File: src/sv/npm_pkg.sv
package npm_pkg;

    typedef struct packed {
        logic [23:0] red;
        logic [23:0] green;
        logic [23:0] blue;
        logic [39:0] count;
    } entry_t;

    typedef struct packed {
        logic shift;
        logic wr;
    } cell_ctrl_t;

    localparam logic [1:0] OP_LOAD  = 2'd0;
    localparam logic [1:0] OP_MERGE = 2'd1;

    localparam logic [39:0] COUNT_MAX = 40'hff_ffff_ffff;

    // (v + 0x8000) >> 16, saturated to 255
    function automatic logic [7:0] round8(input logic [23:0] v);
        logic [24:0] s;
        begin
            s = {1'b0, v} + 25'h8000;
            round8 = s[24] ? 8'hff : s[23:16];
        end
    endfunction

endpackage

File: src/sv/npm_cell.sv
// One palette entry; passes its contents down the ring when shifting.
module npm_cell (
    input  logic                aclk,
    input  npm_pkg::cell_ctrl_t ctrl,
    input  npm_pkg::entry_t     wr_data,
    input  npm_pkg::entry_t     nb_data,
    output npm_pkg::entry_t     q
);
    npm_pkg::entry_t ent_reg;
    npm_pkg::entry_t ent_next;

    always_comb begin
        ent_next = ent_reg;
        if (ctrl.wr) begin
            ent_next = wr_data;
        end else if (ctrl.shift) begin
            ent_next = nb_data;
        end
    end

    always_ff @(posedge aclk) begin
        ent_reg <= ent_next;
    end

    assign q = ent_reg;
endmodule

File: config.mk
export PLATFORM = sky130hd
export DESIGN_NAME = npm_cell
export DESIGN_NICKNAME = d
export VERILOG_FILES = /design/src/sv/npm_pkg.sv /design/src/sv/npm_cell.sv
export SDC_FILE = /design/constraint.sdc
export NUM_CORES = 1
export LEC_CHECK = 0
export ABC_AREA = 1
export BUFFER_PORTS_ARGS = -buffer_cell sky130_fd_sc_hd__buf_2
export CAP_MARGIN = 20
export CORE_AREA = 5 5 129 131
export CTS_CLUSTER_SIZE = 14
export DETAILED_ROUTE_END_ITERATION = 10
export DIE_AREA = 0 0 134 136
export PLACE_DENSITY_LB_ADDON = 0.05
export SYNTH_ARGS = -nofsm -noshare
export SYNTH_HDL_FRONTEND = slang
export SYNTH_SLANG_ARGS = --single-unit
File: constraint.sdc
create_clock -name aclk -period 3.65 [get_ports aclk]
set_clock_uncertainty 0.05 [all_clocks]
set_input_delay 0.73 -clock aclk [delete_from_list [all_inputs] [get_ports aclk]]
set_output_delay 0.73 -clock aclk [all_outputs]
set_load 0.01 [all_outputs]
* After elaboration in Yosys (flattened, before gate mapping)
Index checks and enable logic that the tools add are counted. Widths: inputs -> output; s select.
Storage, ports and cells: bits of input ports 227, register bits 112, word-level logic and storage cells 7
Cells by class: reduce and logical (&&, ||, !) cells 1, multiplexer cells 2
Operators by type and width (number):
- $mux 112 | 2
- $reduce_bool 2->1 | 1

* Depth between registers and ports, before layout
depth in word-level cells 2, depth in mapped cells 6, gate-level depth less buffers 3

* Least setup slack after synthesis
OpenSTA, ideal clock, no wires.
path type input-to-reg, start input port ctrl[0] (netlist name), end register ent_reg, in the netlist q[0], enable pin, arrival 2.336 ns, required time 3.177 ns, slack 0.840 ns, stages on the path 3, cells stage by stage buf_6 -> buf_6 -> or2_2
Between the ends: cells in the longest elaborated chain, start to end 1
Ends and longest elaborated chain:
- start, declared | line npm_cell.sv:4 | input npm_pkg::cell_ctrl_t ctrl,
- $reduce_bool 2->1 (no source line)
- end signal, assigned | line npm_cell.sv:22 | ent_reg <= ent_next;
- end, declared | line npm_cell.sv:9 | npm_pkg::entry_t ent_reg;
No other way between the ends. A chain may end at the register's enable or synchronous reset.

* Final worst setup path
start input port ctrl[0] (netlist name), end register ent_reg, in the netlist q[91], enable pin
The elaborated chain is that of the path after synthesis.

==> impl_metrics.prom <==
# TYPE chip_impl_metric gauge
chip_impl_info{name="outcome",value="finished, final reports clean"} 1
chip_impl_info{name="worst_hold_path_type",value="input pin to flop"} 1
chip_impl_metric{name="timing.max_cap.violations",unit=""} 0
chip_impl_metric{name="detail-route-antenna-nets",unit=""} 0
chip_impl_metric{name="power.total",unit="mW"} 3.09
chip_impl_metric{name="grt_antenna_before_repair",unit=""} 1
chip_impl_metric{name="grt_remaining_overflow",unit=""} 0
chip_impl_metric{name="drt_pass1_iterations",unit=""} 4
chip_impl_metric{name="fp.dieW",unit="µm"} 134
chip_impl_info{name="critPathLaunch",value="ctrl[0]"} 1
chip_impl_metric{name="post-dp-hpwl",unit="mm"} 12.6
chip_impl_metric{name="synth.distinct_cells",unit=""} 7
chip_impl_metric{name="cts.repair_timing.setup_buffer_count",unit=""} 0
chip_impl_metric{name="yosys_register_bits",unit=""} 112
chip_impl_metric{name="routed_wl",unit="mm"} 16.2
chip_impl_metric{name="upper_clock_frequency_limit",unit="MHz"} 571
chip_impl_metric{name="vdd_drop_max",unit="µV"} 192
chip_impl_metric{name="cts_hold_repair.buffers",unit=""} 0
chip_impl_metric{name="final.period_utilization",unit="%"} 48.0
chip_impl_metric{name="place_congestion",unit=""} 0.798
chip_impl_metric{name="max-clock-path-buffers",unit=""} 2
chip_impl_metric{name="cts-buffers-inserted",unit=""} 9
chip_impl_metric{name="netSwitchingPower",unit="mW"} 0.766
chip_impl_info{name="critPathCapture",value="q[91]$_DFFE_PP_"} 1
chip_impl_metric{name="slew_at_the_pin_closest_to_its_max_slew_limit",unit="ns"} 0.591
chip_impl_metric{name="die-area",unit="µm²"} 18200
chip_impl_metric{name="wire_per_inst",unit="µm"} 16.1
chip_impl_metric{name="synth_seq_area_share",unit="%"} 69.3
chip_impl_metric{name="combinational_share_of_power",unit="%"} 17.2
chip_impl_metric{name="syn-num-nets",unit=""} 702
chip_impl_metric{name="synthCells",unit=""} 475
chip_impl_metric{name="start_util",unit="%"} 31.4
chip_impl_metric{name="clock_share_of_power",unit="%"} 30.7
chip_impl_metric{name="finalCriticalPeriod",unit="ns"} 1.75
chip_impl_metric{name="clock_sinks",unit=""} 112
chip_impl_metric{name="coreArea",unit="µm²"} 15500
chip_impl_metric{name="placedInstanceArea",unit="µm²"} 6700
chip_impl_metric{name="routed_via_count_divided_by_cell_count",unit=""} 4.37
chip_impl_info{name="grt_setup_unrepaired",value="false"} 1
chip_impl_info{name="cts_tree",value="built"} 1
chip_impl_metric{name="area_delta_synth_final",unit="%"} 43.7
chip_impl_info{name="mostFrequentLayoutCells",value="337 x buf_2, 326 x nand2_1, 112 x edfxtp_1"} 1
chip_impl_metric{name="total_via_count_in_the_routed_design",unit=""} 4382
chip_impl_metric{name="number_of_global_route_vias_before_repair",unit=""} 4456
chip_impl_metric{name="wl_met2",unit="mm"} 8.48
chip_impl_info{name="clockRootBuffer",value="clkbuf_16"} 1
chip_impl_metric{name="detailedRoute.firstIterationViolations",unit=""} 191
chip_impl_metric{name="postSynthAreaPerCell",unit="µm²"} 10.2
chip_impl_metric{name="holdWs",unit="ns"} 0.594
chip_impl_metric{name="yosys_warnings",unit=""} 0
chip_impl_metric{name="seqPwrFrac",unit="%"} 52.1
chip_impl_metric{name="wl_met1",unit="mm"} 5.72
chip_impl_metric{name="fill_count",unit=""} 1535
chip_impl_metric{name="port_buffers",unit=""} 338
chip_impl_metric{name="leakage",unit="nW"} 3.68
chip_impl_metric{name="slew_headroom",unit="%"} 60.6
chip_impl_info{name="topRoutingLayerUsed",value="met4"} 1
chip_impl_metric{name="nNetsFinal",unit=""} 1033
chip_impl_info{name="most_common_cell_after_layout_fill_and_taps_aside",value="buf_2"} 1
chip_impl_metric{name="final_max_slew_viol_count",unit=""} 0
chip_impl_metric{name="floorplan.io_pins",unit=""} 339
chip_impl_metric{name="clock_tree.htree_level_count",unit=""} 3
chip_impl_metric{name="arrival_worst_endpoint",unit="ns"} 1.73
chip_impl_metric{name="setup_total_negative_slack",unit="ns"} 0
chip_impl_metric{name="finalInstanceArea",unit="µm²"} 6980
chip_impl_metric{name="cts.reportedPaths.clkPinSlew",unit="ns"} 0.08
chip_impl_metric{name="detail_route.drc_violations",unit=""} 0
chip_impl_metric{name="post_cts.resized_instances",unit=""} 0
chip_impl_metric{name="internal-power",unit="mW"} 2.33
chip_impl_metric{name="postLayoutCoreUtil",unit="%"} 45.1
chip_impl_metric{name="hold_viol_final",unit=""} 0
chip_impl_metric{name="largest_register_ffs",unit=""} 112
chip_impl_metric{name="power_density_over_the_cells",unit="nW/µm²"} 444
chip_impl_metric{name="netlist_area",unit="µm²"} 4860
chip_impl_metric{name="swShare",unit="%"} 24.8
chip_impl_metric{name="fp.dieH",unit="µm"} 136
chip_impl_metric{name="maximum_number_of_pins_on_one_net_before_global_route_repair",unit=""} 68
chip_impl_metric{name="wl_met3",unit="mm"} 1.53
chip_impl_metric{name="grt_pass1_wl",unit="mm"} 23.7
chip_impl_info{name="setup_crit_end_kind",value="flop"} 1
chip_impl_metric{name="standard_cell_rows",unit=""} 46
chip_impl_info{name="timing.critical_path.from_type",value="input pin"} 1
chip_impl_metric{name="drive_gt1_share",unit="%"} 45.9
chip_impl_metric{name="critPathMaxFanout",unit=""} 34
chip_impl_info{name="crit_type",value="input pin to flop"} 1
chip_impl_metric{name="track_usage",unit="%"} 17.0
chip_impl_metric{name="critPathRequiredTime",unit="ns"} 3.63
chip_impl_metric{name="total_of_endpoints_with_negative_setup_slack_in_the_final_report",unit=""} 0
worst max-delay path: stages:
cell,delay (ns)
buf_4,0.14
or2_4,0.51
buf_4,0.34
synth_stat cells, drive strengths merged:
cell / count / area [µm²]
buf: 25 / 194
edfxtp: 112 / 3360
inv: 1 / 6.26
nand2: 336 / 1290
or2: 1 / 6.26
per-layer routing:
| metal | track usage [%] | up-vias |
|---|---|---|
| met1 | 17.3 | 1972 |
| met4 | 8.06 | 0 |
| met2 | 30.7 | 207 |
| met3 | 6.62 | 23 |
| met5 | 0 | - |
| li1 | - | 2180 |
per-stage QoR:
stage / cells / setup WS [ns]
after floorplan: 475 / 0.840
after global placement: 986 / 1.39
after detailed placement: 987 / 1.52
after CTS: 1001 / 1.89
after global routing: 1002 / 1.86
final: 1003 / 1.90
power groups by stage:
stage	combinational, mW	clock, mW	sequential (mW)
floorplan	0.146	0	1.73
global placement	0.539	0	1.64
detailed placement	0.544	0	1.64
CTS	0.544	0.986	1.61
global route	0.588	1.04	1.62
finish	0.533	0.950	1.61
cells by family (layout without fill, tap and decap cells):
kind of cell	count (synthesis)	in the layout	synth area share [%]
other cells	0	2	0
flops	112	112	69.3
buf+inv	26	360	4.12
simple gates	337	337	26.6
final cells by class:
cell class | count | area, µm² | area share, %
Clock buffer | 9 | 225 | 3.23
Tap cell | 192 | 240 | 3.44
Inverter | 1 | 6.26 | 0.0897
Timing Repair Buffer | 345 | 1790 | 25.7
Multi-Input combinational cell | 337 | 1290 | 18.6
Clock inverter | 5 | 50.0 | 0.717
Sequential cell | 112 | 3360 | 48.2
Antenna cell | 2 | 5.00 | 0.0717
how the worst min path moves through the flow:
stage                           start              end  slack (ns)  cells after the start
after floorplan           nb_data[39]  q[39]$_DFFE_PP_        0.85                      2
after detailed placement  nb_data[18]  q[18]$_DFFE_PP_        0.95                      3
after global routing      nb_data[64]  q[64]$_DFFE_PP_        0.58                      3
after CTS                 nb_data[10]  q[10]$_DFFE_PP_        0.58                      3
final                     nb_data[90]  q[90]$_DFFE_PP_        0.59                      3
after global placement    nb_data[53]  q[53]$_DFFE_PP_        0.94                      3
No activity file was read; power rests on OpenSTA's default activity.
